<file path="src/sv/tcf_pkg.sv">
// Shared constants, types and tables for the tilt complementary filter.
package tcf_pkg;

    localparam int CORDIC_STEPS    = 16;
    localparam int ANGLE_FRAC_BITS = 13;
    localparam int ATAN_DEPTH      = 24;
    localparam int CORDIC_ITERS    = (CORDIC_STEPS > ATAN_DEPTH) ? ATAN_DEPTH : CORDIC_STEPS;
    localparam int ITER_W          = $clog2(CORDIC_ITERS);
    localparam int ATAN_IDX_W      = $clog2(ATAN_DEPTH);

    localparam int XY_W = 34;
    localparam int Z_W  = 35;

    localparam longint PI_Q30_L = 64'sd3373259426;
    localparam logic signed [Z_W-1:0] PI_Q30 = Z_W'(PI_Q30_L);

    localparam int ROUND_SH = 30 - ANGLE_FRAC_BITS;
    localparam longint ANGLE_LIM = (PI_Q30_L + (64'sd1 <<< (ROUND_SH - 1))) >>> ROUND_SH;
    localparam longint ACC_HI_L = (ANGLE_LIM > 32767) ? 32767 : ANGLE_LIM;
    localparam longint ACC_LO_L = (-ANGLE_LIM < -32768) ? -32768 : -ANGLE_LIM;
    localparam logic signed [Z_W-1:0] ACC_HI = Z_W'(ACC_HI_L);
    localparam logic signed [Z_W-1:0] ACC_LO = Z_W'(ACC_LO_L);
    localparam logic signed [15:0] ACC_HI16 = 16'(ACC_HI_L);
    localparam logic signed [15:0] ACC_LO16 = 16'(ACC_LO_L);

    localparam int GYRO_SH  = ANGLE_FRAC_BITS + 16 - 28;
    localparam int GYRO_LSH = (GYRO_SH >= 0) ? GYRO_SH : 0;
    localparam int GYRO_RSH = (GYRO_SH < 0) ? -GYRO_SH : 0;
    localparam int GYRO_RND = (GYRO_RSH > 0) ? GYRO_RSH - 1 : 0;

    localparam int MUL_A_W = 18;
    localparam int MUL_B_W = 32;
    localparam int PROD_W  = MUL_A_W + MUL_B_W;
    localparam int EST_W   = 32;
    localparam int G_W     = 48;
    localparam int G_SPLIT = 18;
    localparam int SUM_W   = 64;

    localparam logic [16:0] BLEND_ONE = 17'd65536;

    localparam logic [15:0] BLEND_WEIGHT_RST  = 16'd65210;
    localparam logic [15:0] SAMPLE_PERIOD_RST = 16'd328;

    localparam logic REG_BLEND_WEIGHT  = 1'b0;
    localparam logic REG_SAMPLE_PERIOD = 1'b1;

    localparam int Q_DEPTH = 2;
    localparam int Q_PTR_W = $clog2(Q_DEPTH);
    localparam int Q_CNT_W = $clog2(Q_DEPTH + 1);

    typedef struct packed {
        logic                  zero;
        logic signed [XY_W-1:0] x;
        logic signed [XY_W-1:0] y;
        logic signed [Z_W-1:0]  z;
        logic signed [15:0]     rate;
    } tcf_job_t;

    typedef struct packed {
        logic signed [15:0] acc;
        logic signed [15:0] rate;
    } tcf_res_t;

    // atan(2^-i) in Q0.30
    function automatic logic [29:0] atan_q30(input logic [ATAN_IDX_W-1:0] i);
        logic [29:0] v;
        unique case (i)
            5'd0:    v = 30'd843314857;
            5'd1:    v = 30'd497837829;
            5'd2:    v = 30'd263043836;
            5'd3:    v = 30'd133525158;
            5'd4:    v = 30'd67021686;
            5'd5:    v = 30'd33543515;
            5'd6:    v = 30'd16775850;
            5'd7:    v = 30'd8388437;
            5'd8:    v = 30'd4194282;
            5'd9:    v = 30'd2097149;
            5'd10:   v = 30'd1048575;
            5'd11:   v = 30'd524287;
            5'd12:   v = 30'd262143;
            5'd13:   v = 30'd131071;
            5'd14:   v = 30'd65535;
            5'd15:   v = 30'd32767;
            5'd16:   v = 30'd16383;
            5'd17:   v = 30'd8191;
            5'd18:   v = 30'd4095;
            5'd19:   v = 30'd2047;
            5'd20:   v = 30'd1023;
            5'd21:   v = 30'd511;
            5'd22:   v = 30'd255;
            5'd23:   v = 30'd127;
            default: v = 30'd0;
        endcase
        return v;
    endfunction

endpackage

</file>
<file path="src/sv/tcf_front.sv">
// Input stage: takes samples, pre-rotates into the right half plane, builds a job.
module tcf_front (
    input  logic              s_tvalid,
    output logic              s_tready,
    input  logic [47:0]       s_tdata,
    input  logic              q_full,
    output logic              q_push,
    output tcf_pkg::tcf_job_t q_job
);

    logic signed [15:0]             ax;
    logic signed [15:0]             ay;
    logic signed [tcf_pkg::XY_W-1:0] x0;
    logic signed [tcf_pkg::XY_W-1:0] y0;

    assign ax = s_tdata[15:0];
    assign ay = s_tdata[31:16];
    assign x0 = tcf_pkg::XY_W'(ay) <<< 14;
    assign y0 = tcf_pkg::XY_W'(ax) <<< 14;

    assign s_tready = !q_full;
    assign q_push   = s_tvalid && !q_full;

    always_comb
    begin
        q_job.zero = (ax == 16'sd0) && (ay == 16'sd0);
        q_job.rate = s_tdata[47:32];
        if (ay[15])
        begin
            q_job.x = -x0;
            q_job.y = -y0;
            q_job.z = ax[15] ? -tcf_pkg::PI_Q30 : tcf_pkg::PI_Q30;
        end
        else
        begin
            q_job.x = x0;
            q_job.y = y0;
            q_job.z = '0;
        end
    end

endmodule

</file>
<file path="src/sv/tcf_queue.sv">
// Short job queue between the input stage and the compute back end.
module tcf_queue (
    input  logic              clk,
    input  logic              rst_n,
    input  logic              push,
    input  tcf_pkg::tcf_job_t push_job,
    output logic              full,
    input  logic              pop,
    output logic              head_valid,
    output tcf_pkg::tcf_job_t head_job
);

    tcf_pkg::tcf_job_t                mem_reg [tcf_pkg::Q_DEPTH];
    logic [tcf_pkg::Q_PTR_W-1:0]      wr_ptr_reg;
    logic [tcf_pkg::Q_PTR_W-1:0]      rd_ptr_reg;
    logic [tcf_pkg::Q_CNT_W-1:0]      count_reg;
    logic [tcf_pkg::Q_CNT_W-1:0]      count_next;

    assign full       = (count_reg == tcf_pkg::Q_CNT_W'(tcf_pkg::Q_DEPTH));
    assign head_valid = (count_reg != '0);
    assign head_job   = mem_reg[rd_ptr_reg];

    always_comb
    begin
        count_next = count_reg;
        if (push && !(pop && head_valid))
            count_next = count_reg + 1'b1;
        else if (!push && pop && head_valid)
            count_next = count_reg - 1'b1;
    end

    always_ff @(posedge clk or negedge rst_n)
    begin
        if (!rst_n)
        begin
            wr_ptr_reg <= '0;
            rd_ptr_reg <= '0;
            count_reg  <= '0;
        end
        else
        begin
            if (push)
                wr_ptr_reg <= wr_ptr_reg + 1'b1;
            if (pop && head_valid)
                rd_ptr_reg <= rd_ptr_reg + 1'b1;
            count_reg <= count_next;
        end
    end

    always_ff @(posedge clk)
    begin
        if (push)
            mem_reg[wr_ptr_reg] <= push_job;
    end

endmodule

</file>
<file path="src/sv/tcf_cordic.sv">
// Iterative vectoring CORDIC, one micro-rotation per cycle, gives atan2 in Q2.13.
module tcf_cordic (
    input  logic              clk,
    input  logic              rst_n,
    input  logic              job_valid,
    input  tcf_pkg::tcf_job_t job,
    output logic              job_pop,
    output logic              res_valid,
    input  logic              res_ready,
    output tcf_pkg::tcf_res_t res
);

    typedef enum logic [1:0] {C_IDLE, C_RUN, C_HOLD} cstate_t;

    cstate_t                           state_reg;
    logic [tcf_pkg::ITER_W-1:0]        cnt_reg;
    logic signed [tcf_pkg::XY_W-1:0]   x_reg;
    logic signed [tcf_pkg::XY_W-1:0]   y_reg;
    logic signed [tcf_pkg::Z_W-1:0]    z_reg;
    logic                              zero_reg;
    logic signed [15:0]                rate_reg;

    logic signed [tcf_pkg::XY_W-1:0]   dx;
    logic signed [tcf_pkg::XY_W-1:0]   dy;
    logic signed [tcf_pkg::Z_W-1:0]    step;
    logic signed [tcf_pkg::Z_W-1:0]    z_rnd;
    logic signed [15:0]                acc;

    assign dx   = y_reg >>> cnt_reg;
    assign dy   = x_reg >>> cnt_reg;
    assign step = tcf_pkg::Z_W'(tcf_pkg::atan_q30(tcf_pkg::ATAN_IDX_W'(cnt_reg)));

    assign z_rnd = (z_reg + (tcf_pkg::Z_W'(1) <<< (tcf_pkg::ROUND_SH - 1))) >>> tcf_pkg::ROUND_SH;

    always_comb
    begin
        priority if (zero_reg)
            acc = '0;
        else if (z_rnd > tcf_pkg::ACC_HI)
            acc = tcf_pkg::ACC_HI16;
        else if (z_rnd < tcf_pkg::ACC_LO)
            acc = tcf_pkg::ACC_LO16;
        else
            acc = z_rnd[15:0];
    end

    assign job_pop   = (state_reg == C_IDLE) && job_valid;
    assign res_valid = (state_reg == C_HOLD);
    assign res.acc   = acc;
    assign res.rate  = rate_reg;

    always_ff @(posedge clk or negedge rst_n)
    begin
        if (!rst_n)
        begin
            state_reg <= C_IDLE;
            cnt_reg   <= '0;
        end
        else
        begin
            unique case (state_reg)
                C_IDLE:
                begin
                    if (job_valid)
                    begin
                        state_reg <= C_RUN;
                        cnt_reg   <= '0;
                    end
                end
                C_RUN:
                begin
                    if (cnt_reg == tcf_pkg::ITER_W'(tcf_pkg::CORDIC_ITERS - 1))
                        state_reg <= C_HOLD;
                    else
                        cnt_reg <= cnt_reg + 1'b1;
                end
                C_HOLD:
                begin
                    if (res_ready)
                        state_reg <= C_IDLE;
                end
                default: state_reg <= C_IDLE;
            endcase
        end
    end

    always_ff @(posedge clk)
    begin
        if (job_pop)
        begin
            x_reg    <= job.x;
            y_reg    <= job.y;
            z_reg    <= job.z;
            zero_reg <= job.zero;
            rate_reg <= job.rate;
        end
        else if (state_reg == C_RUN)
        begin
            if (!y_reg[tcf_pkg::XY_W-1])
            begin
                x_reg <= x_reg + dx;
                y_reg <= y_reg - dy;
                z_reg <= z_reg + step;
            end
            else
            begin
                x_reg <= x_reg - dx;
                y_reg <= y_reg + dy;
                z_reg <= z_reg - step;
            end
        end
    end

endmodule

</file>
<file path="src/sv/tcf_blend.sv">
// Gyro integration and weighted blend on one shared multiplier; holds the fused state.
module tcf_blend (
    input  logic              clk,
    input  logic              rst_n,
    input  logic [15:0]       blend_weight,
    input  logic [15:0]       sample_period,
    input  logic              res_valid,
    output logic              res_ready,
    input  tcf_pkg::tcf_res_t res,
    output logic              m_tvalid,
    input  logic              m_tready,
    output logic [47:0]       m_tdata
);

    typedef enum logic [2:0] {
        B_IDLE, B_RATE, B_GYRO, B_MLO, B_MHI, B_MACC, B_MADD, B_DONE
    } bstate_t;

    bstate_t                              state_reg;
    logic signed [tcf_pkg::EST_W-1:0]     est_reg;
    logic signed [tcf_pkg::PROD_W-1:0]    prod_reg;
    logic signed [tcf_pkg::G_W-1:0]       g_reg;
    logic signed [tcf_pkg::SUM_W-1:0]     sum_reg;
    logic signed [15:0]                   acc_reg;
    logic signed [15:0]                   rate_reg;
    logic                                 out_valid_reg;
    logic [47:0]                          out_data_reg;

    logic signed [tcf_pkg::MUL_A_W-1:0]   opa;
    logic signed [tcf_pkg::MUL_B_W-1:0]   opb;
    logic signed [tcf_pkg::PROD_W-1:0]    mul_p;
    logic signed [tcf_pkg::G_W-1:0]       p_ext;
    logic signed [tcf_pkg::G_W-1:0]       p_scaled;
    logic [16:0]                          w_acc;
    logic signed [tcf_pkg::SUM_W-1:0]     f_shr;
    logic signed [tcf_pkg::EST_W-1:0]     est_next;
    logic                                 out_free;

    assign w_acc = tcf_pkg::BLEND_ONE - {1'b0, blend_weight};

    always_comb
    begin
        unique case (state_reg)
            B_RATE:
            begin
                opa = $signed({2'b00, sample_period});
                opb = tcf_pkg::MUL_B_W'(rate_reg);
            end
            B_MLO:
            begin
                opa = $signed({2'b00, blend_weight});
                opb = $signed({{(tcf_pkg::MUL_B_W - tcf_pkg::G_SPLIT){1'b0}},
                               g_reg[tcf_pkg::G_SPLIT-1:0]});
            end
            B_MHI:
            begin
                opa = $signed({2'b00, blend_weight});
                opb = tcf_pkg::MUL_B_W'(g_reg >>> tcf_pkg::G_SPLIT);
            end
            default:
            begin
                opa = $signed({1'b0, w_acc});
                opb = tcf_pkg::MUL_B_W'(acc_reg);
            end
        endcase
    end

    assign mul_p = opa * opb;

    assign p_ext = tcf_pkg::G_W'(prod_reg);

    always_comb
    begin
        if (tcf_pkg::GYRO_RSH > 0)
            p_scaled = (p_ext + (tcf_pkg::G_W'(1) <<< tcf_pkg::GYRO_RND)) >>> tcf_pkg::GYRO_RSH;
        else
            p_scaled = p_ext <<< tcf_pkg::GYRO_LSH;
    end

    assign f_shr = (sum_reg + tcf_pkg::SUM_W'(32768)) >>> 16;

    always_comb
    begin
        priority if (f_shr > tcf_pkg::SUM_W'(64'sh7FFF_FFFF))
            est_next = {1'b0, {(tcf_pkg::EST_W - 1){1'b1}}};
        else if (f_shr < -tcf_pkg::SUM_W'(64'sh8000_0000))
            est_next = {1'b1, {(tcf_pkg::EST_W - 1){1'b0}}};
        else
            est_next = f_shr[tcf_pkg::EST_W-1:0];
    end

    assign out_free  = !out_valid_reg || m_tready;
    assign res_ready = (state_reg == B_IDLE);
    assign m_tvalid  = out_valid_reg;
    assign m_tdata   = out_data_reg;

    always_ff @(posedge clk or negedge rst_n)
    begin
        if (!rst_n)
        begin
            state_reg     <= B_IDLE;
            est_reg       <= '0;
            out_valid_reg <= 1'b0;
        end
        else
        begin
            if (state_reg == B_DONE && out_free)
                out_valid_reg <= 1'b1;
            else if (m_tready)
                out_valid_reg <= 1'b0;
            unique case (state_reg)
                B_IDLE: if (res_valid) state_reg <= B_RATE;
                B_RATE: state_reg <= B_GYRO;
                B_GYRO: state_reg <= B_MLO;
                B_MLO:  state_reg <= B_MHI;
                B_MHI:  state_reg <= B_MACC;
                B_MACC: state_reg <= B_MADD;
                B_MADD: state_reg <= B_DONE;
                B_DONE:
                begin
                    if (out_free)
                    begin
                        est_reg   <= est_next;
                        state_reg <= B_IDLE;
                    end
                end
                default: state_reg <= B_IDLE;
            endcase
        end
    end

    always_ff @(posedge clk)
    begin
        if (state_reg == B_IDLE && res_valid)
        begin
            acc_reg  <= res.acc;
            rate_reg <= res.rate;
        end
        if (state_reg == B_RATE || state_reg == B_MLO || state_reg == B_MHI
            || state_reg == B_MACC)
            prod_reg <= mul_p;
        if (state_reg == B_GYRO)
            g_reg <= tcf_pkg::G_W'(est_reg) + p_scaled;
        if (state_reg == B_MHI)
            sum_reg <= tcf_pkg::SUM_W'(prod_reg);
        if (state_reg == B_MACC)
            sum_reg <= sum_reg + (tcf_pkg::SUM_W'(prod_reg) <<< tcf_pkg::G_SPLIT);
        if (state_reg == B_MADD)
            sum_reg <= sum_reg + (tcf_pkg::SUM_W'(prod_reg) <<< 16);
        if (state_reg == B_DONE && out_free)
            out_data_reg <= {rate_reg, acc_reg, est_next[tcf_pkg::EST_W-1:16]};
    end

endmodule

</file>
<file path="src/sv/tilt_complementary_filter_core.sv">
// Top level of the tilt complementary filter: stream ports, register port, front/back split.
//
// One result transaction per input transaction, in order. A sample passes the input
// stage into a two-deep job queue in the cycle it is accepted; the back end then takes
// the job, runs CORDIC_STEPS (16) micro-rotations in the iterative CORDIC unit, hands
// the result over, and steps through the blend sequencer (B_RATE to B_DONE), whose single 18x32
// multiplier does the rate*dt product and the three blend partial products in turn.
// Throughput is set by the CORDIC unit (take, 16 iterations, hand-over); the blend
// sequence overlaps the next CORDIC job. A stalled output holds the blend sequencer,
// then the CORDIC unit, then the queue and the input.
// Registers: blend_weight at 0x0, sample_period at 0x4, both 16 bits in pwdata[15:0].
module tilt_complementary_filter_core (
    input  logic        clk,
    input  logic        rst_n,
    input  logic        s_tvalid,
    output logic        s_tready,
    input  logic [47:0] s_tdata,   // accel_x[15:0], accel_y[31:16], gyro_rate[47:32]
    output logic        m_tvalid,
    input  logic        m_tready,
    output logic [47:0] m_tdata,   // fused_angle[15:0], accel_angle[31:16], rate_echo[47:32]
    input  logic        psel,
    input  logic        penable,
    input  logic        pwrite,
    input  logic [2:0]  paddr,
    input  logic [31:0] pwdata,
    output logic [31:0] prdata,
    output logic        pready
);

    logic [15:0]       blend_weight_reg;
    logic [15:0]       sample_period_reg;
    logic              cfg_wr;

    logic              q_full;
    logic              q_push;
    tcf_pkg::tcf_job_t q_job;
    logic              head_valid;
    tcf_pkg::tcf_job_t head_job;
    logic              job_pop;
    logic              res_valid;
    logic              res_ready;
    tcf_pkg::tcf_res_t res;

    assign pready = 1'b1;
    assign cfg_wr = psel && penable && pwrite;

    always_ff @(posedge clk or negedge rst_n)
    begin
        if (!rst_n)
        begin
            blend_weight_reg  <= tcf_pkg::BLEND_WEIGHT_RST;
            sample_period_reg <= tcf_pkg::SAMPLE_PERIOD_RST;
        end
        else if (cfg_wr)
        begin
            unique case (paddr[2])
                tcf_pkg::REG_BLEND_WEIGHT:  blend_weight_reg  <= pwdata[15:0];
                tcf_pkg::REG_SAMPLE_PERIOD: sample_period_reg <= pwdata[15:0];
                default:                    blend_weight_reg  <= blend_weight_reg;
            endcase
        end
    end

    assign prdata = (paddr[2] == tcf_pkg::REG_SAMPLE_PERIOD) ? {16'd0, sample_period_reg}
                                                             : {16'd0, blend_weight_reg};

    tcf_front u_front (
        .s_tvalid (s_tvalid),
        .s_tready (s_tready),
        .s_tdata  (s_tdata),
        .q_full   (q_full),
        .q_push   (q_push),
        .q_job    (q_job)
    );

    tcf_queue u_queue (
        .clk        (clk),
        .rst_n      (rst_n),
        .push       (q_push),
        .push_job   (q_job),
        .full       (q_full),
        .pop        (job_pop),
        .head_valid (head_valid),
        .head_job   (head_job)
    );

    tcf_cordic u_cordic (
        .clk       (clk),
        .rst_n     (rst_n),
        .job_valid (head_valid),
        .job       (head_job),
        .job_pop   (job_pop),
        .res_valid (res_valid),
        .res_ready (res_ready),
        .res       (res)
    );

    tcf_blend u_blend (
        .clk           (clk),
        .rst_n         (rst_n),
        .blend_weight  (blend_weight_reg),
        .sample_period (sample_period_reg),
        .res_valid     (res_valid),
        .res_ready     (res_ready),
        .res           (res),
        .m_tvalid      (m_tvalid),
        .m_tready      (m_tready),
        .m_tdata       (m_tdata)
    );

endmodule

</file>
<file path="config.mk">
export PLATFORM = sky130hd
export DESIGN_NAME = tilt_complementary_filter_core
export DESIGN_NICKNAME = d
export VERILOG_FILES = /design/src/sv/tcf_pkg.sv /design/src/sv/tcf_front.sv /design/src/sv/tcf_queue.sv /design/src/sv/tcf_cordic.sv /design/src/sv/tcf_blend.sv /design/src/sv/tilt_complementary_filter_core.sv
export SDC_FILE = /design/constraint.sdc
export NUM_CORES = 2
export LEC_CHECK = 0
export ABC_AREA = 1
export BUFFER_PORTS_ARGS = -buffer_cell sky130_fd_sc_hd__buf_2
export CORE_MARGIN = 2
export CORE_UTILIZATION = 55
export CTS_CLUSTER_DIAMETER = 100
export DETAILED_ROUTE_END_ITERATION = 7
export PLACE_DENSITY = 0.79
export SYNTH_ARGS = -nofsm -noshare
export SYNTH_HDL_FRONTEND = slang
export SYNTH_SLANG_ARGS = --single-unit
</file>
<file path="constraint.sdc">
create_clock -name clk -period 10 [get_ports clk]
set_input_delay 0.5 -clock clk [delete_from_list [all_inputs] [get_ports clk]]
set_output_delay 0.5 -clock clk [all_outputs]
set_load 0.01 [all_outputs]
</file>
# Yosys cells after proc, flatten, opt, wreduce, memory -nomap -nowiden
# Memories as Yosys holds them, arrays and structs flattened.
# Cells that the tools add are included.
[word_totals]
ff_bits = 440
latchBits = 0
ram_bits = 240
mem_bits_ro = 480
inputBits = 90
output_inout_bits = 83
word_cells = 144
mem_count = 2
[classes]
addsub = 19
n_mul = 1
div_mod_pow = 0
magnitude_cmp = 4
n_eq_ne = 17
n_shift = 2
muxes = 37
bitwise_logic = 1
n_reduce_logical = 38
[memory_table]
columns = ["memory", "words", "word_bits", "rd", "rd_ports_with_merged_regs", "write_ports", "line", "text"]
rows = [
  ["(no name shown)", 16, 30, 1, 0, 0, "tcf_pkg.sv:67", "unique case (i)"],
  ["u_queue.mem_reg", 2, 120, 1, 0, 1, "tcf_queue.sv:13", "tcf_pkg::tcf_job_t mem_reg [tcf_pkg::Q_DEPTH];"],
]
[op_table]
columns = ["operator", "n"]
rows = [
  ["$mux W34", 6],
  ["$mux W64", 3],
  ["$mux W35", 4],
  ["$add A64 B64 Y64", 2],
  ["$mux W103", 1],
  ["$pmux W32 S3", 1],
  ["$add A34 B34 Y34", 2],
  ["$neg A30 Y34", 2],
  ["$sshr A34 B4 Y34", 2],
  ["$sub A34 B34 Y34", 2],
  ["$add A64 B17 Y64 const B", 1],
  ["$mux W32", 2],
  ["$mul A18 B32 Y50", 1],
  ["$add A32 B48 Y48", 1],
  ["$gt A48 B32 Y1 const B", 1],
  ["$lt A48 B32 Y1 const B", 1],
  ["$add A35 B18 Y35 const B", 1],
  ["$add A35 B31 Y35", 1],
  ["$sub A35 B31 Y35", 1],
  ["$pmux W17 S2", 1],
  ["$logic_not A16 Y1", 2],
  ["$mux W16", 2],
  ["$pmux W3 S8", 1],
  ["$gt A18 B16 Y1 const B", 1],
  ["other kinds (33)", 77],
]

# Depth between registers and ports, before layout
[depth]
ltp_word = 8
mapped_depth = 40
depth_no_buf = 39

# Hierarchy
# A second synthesis with hierarchy kept.
[hier_totals]
hier_cells = 9132
hier_area_um2 = 68983.7
[by_module_without_submodules]
columns = ["module", "n_inst", "cells_per_inst", "area_per_inst_um2"]
rows = [
  ["tcf_blend", 1, 5112, 39287.7],
  ["tcf_cordic", 1, 2873, 17561.8],
  ["tcf_queue", 1, 652, 8917.3],
  ["tilt_complementary_filter_core", 1, 213, 1646.6],
  ["tcf_front", 1, 282, 1570.3],
]

# Least setup slack after synthesis
# OpenSTA, ideal clock, no wires.
[synth_timing]
path_type = "register to register"
startpoint = "register u_blend.state_reg[0]"
endpoint = "register u_blend.prod_reg[48] (netlist name) (data pin)"
setup_ns = 0.266
arrival_time_ns = 6.842
t_required_ns = 9.734
path_slack_ns = 2.893
path_stages_with_launch = 31
synth_period_minus_slack_ns = 7.107
path_cell_list = "dfrtp_1 -> buf_2 -> nand2_1 -> nor2_4 -> nor2_2 -> inv_2 -> nor2_8 -> inv_2 -> nor2_2 -> a31oi_1 -> inv_2 -> buf_2 -> nor2_1 -> fa_1 -> fa_1 -> inv_1 -> fa_1 -> fa_1 -> fa_1 -> fa_1 -> inv_1 -> ha_1 -> a21oi_1 -> inv_1 -> a31oi_1 -> o21ai_0 -> a21oi_1 -> nand3_1 -> nand2_1 -> o2111ai_1 -> xor2_1"
[synth_via]
elab_chain_len = 4
elab_cells_between_ends = 7
classes_between = "mul: 1; eq/ne: 3; mux: 2; reduce/logical: 1"
[synth_lines]
columns = ["element", "line", "text"]
rows = [
  ["start, declared", "tcf_blend.sv:19", "bstate_t state_reg;"],
  ["start signal, assigned", "tcf_blend.sv:101", "state_reg <= B_IDLE;"],
  ["start signal, assigned", "tcf_blend.sv:112", "B_IDLE: if (res_valid) state_reg <= B_RATE;"],
  ["start signal, assigned", "tcf_blend.sv:113", "B_RATE: state_reg <= B_GYRO;"],
  ["$eq A3 B3 Y1 or $eq A3 B2 Y1 (tied branches)", "tcf_blend.sv:43", "unique case (state_reg)"],
  ["$reduce_or A2 Y1 (no source line)", "n/a", ""],
  ["$pmux W17 S2", "tcf_blend.sv:43", ""],
  ["$mul A18 B32 Y50 *", "tcf_blend.sv:68", "assign mul_p = opa * opb;"],
  ["via u_blend.mul_p (one bit)", "tcf_blend.sv:31", "logic signed [tcf_pkg::PROD_W-1:0] mul_p;"],
  ["end signal, assigned", "tcf_blend.sv:141", "prod_reg <= mul_p;"],
  ["end, declared", "tcf_blend.sv:21", "logic signed [tcf_pkg::PROD_W-1:0] prod_reg;"],
]
# The timed path passes the listed nets; every way through them passes the cells marked *.
# A chain may end at the register's enable or synchronous reset.

# Final worst setup path
[layout_timing]
startpoint = "register u_blend.state_reg[2]"
endpoint = "register u_blend.prod_reg[48] (netlist name) (data pin)"
# The elaborated chain is that of the path after synthesis.

==> run_results.csv <==
group,metric,value,unit
detailed_routing,routed_wl,219000,um
detailed_routing,wire_per_inst,21.8,um
worst_setup_path,cp_num_buf_inv,6,
synth,avgSynthCellArea,7.45,um^2
sta,setup-tns-final,0,ps
synth,synth_async_sr_flop_share,0.143,
floorplanning,initial_core_util,0.555,
synth,synthTopCellsByArea,"edfxtp_1 (22%), fa_1 (16%), nand2_1 (12%)",
worst_setup_path,crit_slowest_cell,"fa_1",
final_layout,drive_above_1_share,0.0541,
final_layout,fill_cells,10400,
global_routing,grt_first_pass_wirelength,331000,um
worst_setup_path,cp-startpoint,"u_blend.state_reg[2]",
worst_setup_path,worst-endpoint-required,10460,ps
clock_network,htreeDepth,3,
detailed_routing,firstDrtPassIters,6,
synth,yosysWarnings,0,
floorplanning,die-area,0.116,mm^2
synth,synth_seq_cells,545,
clock_network,cts.sinks,545,
sta,worst_slew_pin_slew,1170,ps
final_layout,largest_reg_flops,120,
sta,slew_violations,0,
synth,ys_types,67,
final_layout,syn_to_final_growth,7.33,%
global_routing,grt-ovfl-total,0,
min_path,min_to,"u_queue.mem_reg[0][2]",
synth,syn-instance-count,8393,
sta,max_slew_margin,0.219,
clock_network,cts_tree,"yes",
detailed_routing,drcViolationCount,0,
final_layout,nNetsFinal,9423,
worst_setup_path,cpPeakStageDelay,930,ps
worst_setup_path,reg2reg_to,"u_blend.prod_reg[48]",
global_routing,antenna_found_initial,8,
worst_setup_path,path_common_cell,"fa_1",
sta,min_period_over_period,0.919,
clock_network,ctsRootBufferMaster,"clkbuf_16",
placed_design,portBuffers,137,
run_status,status,"finished, final reports clean",
detailed_routing,viasPerCell,5.83,
detailed_routing,num_vias,58300,
worst_setup_path,cp_data_arrival_time,9650,ps
synth,synth-edff-count,467,
sta,min_period,9190,ps
sta,max_freq,109,MHz
sta,fin_skew,54.2,ps
placed_design,finalWeightedCongestion,1.04,
clock_network,insertion_delay,670,ps
global_routing,grt_max_degree,75,
detailed_routing,ant_nets,0,
worst_setup_path,critical_path_class,"flop to flop",
clock_network,numCtsBuffers,68,
placed_design,placed_cell_area,0.0647,mm^2
floorplanning,die_y,341,um
sta,hold_viol,0,
worst_setup_path,worst_setup_path_end_kind,"flop",
global_routing,groute.usage.overall,0.373,
final_layout,post-route-util,0.596,
sta,setup_violations,0,
clock_network,cts.clk_slew.worst_paths,60,ps
min_path,min_path_type,"input pin to flop",
worst_setup_path,startpoint_type,"flop",
sta,rsz0062_at_grt,"no",
worst_setup_path,reg2reg_slack,810,ps
floorplanning,die_x,341,um
clock_network,cts_max_path_buffers,3,
final_layout,fin_area,0.0671,mm^2
worst_setup_path,crit_family,"adder cells",
detailed_routing,drtIter0Drc,5909,
floorplanning,num_io_pins,173,
flow_run,maxCapViolCount,0,
synth,synth_top_area_cell,"edfxtp_1",
floorplanning,num_rows,123,
floorplanning,fp.coreArea,0.113,mm^2
worst_setup_path,crit_fanout,26,
synth,synth_area,0.0626,mm^2
placed_design,hpwl,177000,um
synth,yosysSeqAreaShare,0.256,
worst_setup_path,reg2reg_from,"u_blend.state_reg[2]",
min_path,hold_path.startpoint,"s_tdata[34]",
synth,synthFlopType,"edfxtp_1",
synth,yosysTopAreaCellShare,0.224,
global_routing,grt_pass1_vias,57200,
worst_setup_path,r2r_cells,27,
min_path,min_path_cells,1,
## cells in the final DEF, fill, tap and decap left out, types with 17 or more instances in the layout
| master | netlist | final |
|---|---|---|
| nand2_2 | 18 | 20 |
| conb_1 | 2 | 25 |
| o211ai_1 | 17 | 17 |
| edfxtp_1 | 467 | 467 |
| nor3_1 | 73 | 71 |
| buf_2 | 80 | 136 |
| or2_2 | 19 | 19 |
| nand4_1 | 76 | 76 |
| a21oi_1 | 485 | 485 |
| a21o_1 | 52 | 52 |
| inv_2 | 16 | 19 |
| fa_1 | 504 | 504 |
| nand2_1 | 2040 | 2037 |
| xor2_1 | 210 | 210 |
| nand3_1 | 527 | 527 |
| o21bai_1 | 34 | 34 |
| o21ai_0 | 429 | 429 |
| a31oi_1 | 98 | 98 |
| dfrtp_1 | 63 | 58 |
| nor4_1 | 21 | 21 |
| buf_4 | 30 | 79 |
| xnor2_1 | 111 | 111 |
| clkbuf_16 | 0 | 73 |
| inv_1 | 1299 | 1295 |
| nor2_1 | 976 | 973 |
| o21a_1 | 36 | 36 |
| ha_1 | 369 | 369 |
## worst max-delay path by stage
| stage | end | cells after the start |
|---|---|---|
| global route | u_blend.prod_reg[48] | 28 |
| CTS | u_blend.prod_reg[49] | 27 |
| finish | u_blend.prod_reg[48] | 27 |
| floorplan | u_blend.prod_reg[48] | 30 |
| detailed placement | u_blend.prod_reg[49] | 27 |
| global placement | u_blend.prod_reg[48] | 27 |
## what timing repair did
item                                   CTS  global route
gates resized for setup                  0             0
endpoints found under the hold margin   26             0
setup buffers                            0             0
hold buffers                             2             0
## cell families after synthesis
kind of cell,Yosys count,share of synthesized area
and+or+nand+nor,3818,0.251
buffers and inverters,1567,0.0987
AOI/OAI and AO/OA,1264,0.114
adders and majority gates,873,0.235
DFF,545,0.256
xor gates and xnor gates,321,0.0449
muxes,3,0.000500
other,2,0.000120
## per-layer routing
layer,vias up,share of wire,track usage
met3,704,0.086,0.0636
met5,-,0.000032,0
met1,27700,0.38,0.459
li1,27200,-,-
met4,2,0.077,0.241
met2,2712,0.46,0.608
## synth_stat cells (all sizes together), types with 20 or more instances
cell type,instances
a21o,52
a21oi,485
a31oi,98
buf,139
clkbuf,104
dfrtp,63
edfxtp,467
fa,504
ha,369
inv,1319
nand2,2059
nand3,530
nand4,78
nor2,999
nor3,78
nor4,21
o21a,36
o21ai,452
o21bai,34
or2,20
xnor2,111
xor2,210
## area by class of cell
class,count,area [um^2],share of cell area
Multi-Input combinational cell,6304,40600,0.604
Sequential cell,545,16000,0.238
Inverter,1324,4980,0.0742
Clock buffer,88,1890,0.0282
Tap cell,1500,1880,0.0280
Timing Repair Buffer,217,1290,0.0193
Clock inverter,36,539,0.00803
Antenna cell,2,5.00,0.0000745
## stage by stage
stage | hold WS [ps] | setup slack, ps | std cells
5_1_grt | 21.5 | 301 | 10000
3_3_place_gp | 402 | 1110 | 9888
4_1_cts | 4.76 | 1030 | 10000
2_1_floorplan | 204 | 2890 | 8416
3_5_place_dp | 405 | 1080 | 9888
6_report | 45.1 | 811 | 10000
Power is not shown: default switching activity piles up to over one toggle a cycle in this logic, so the estimate is an artifact.
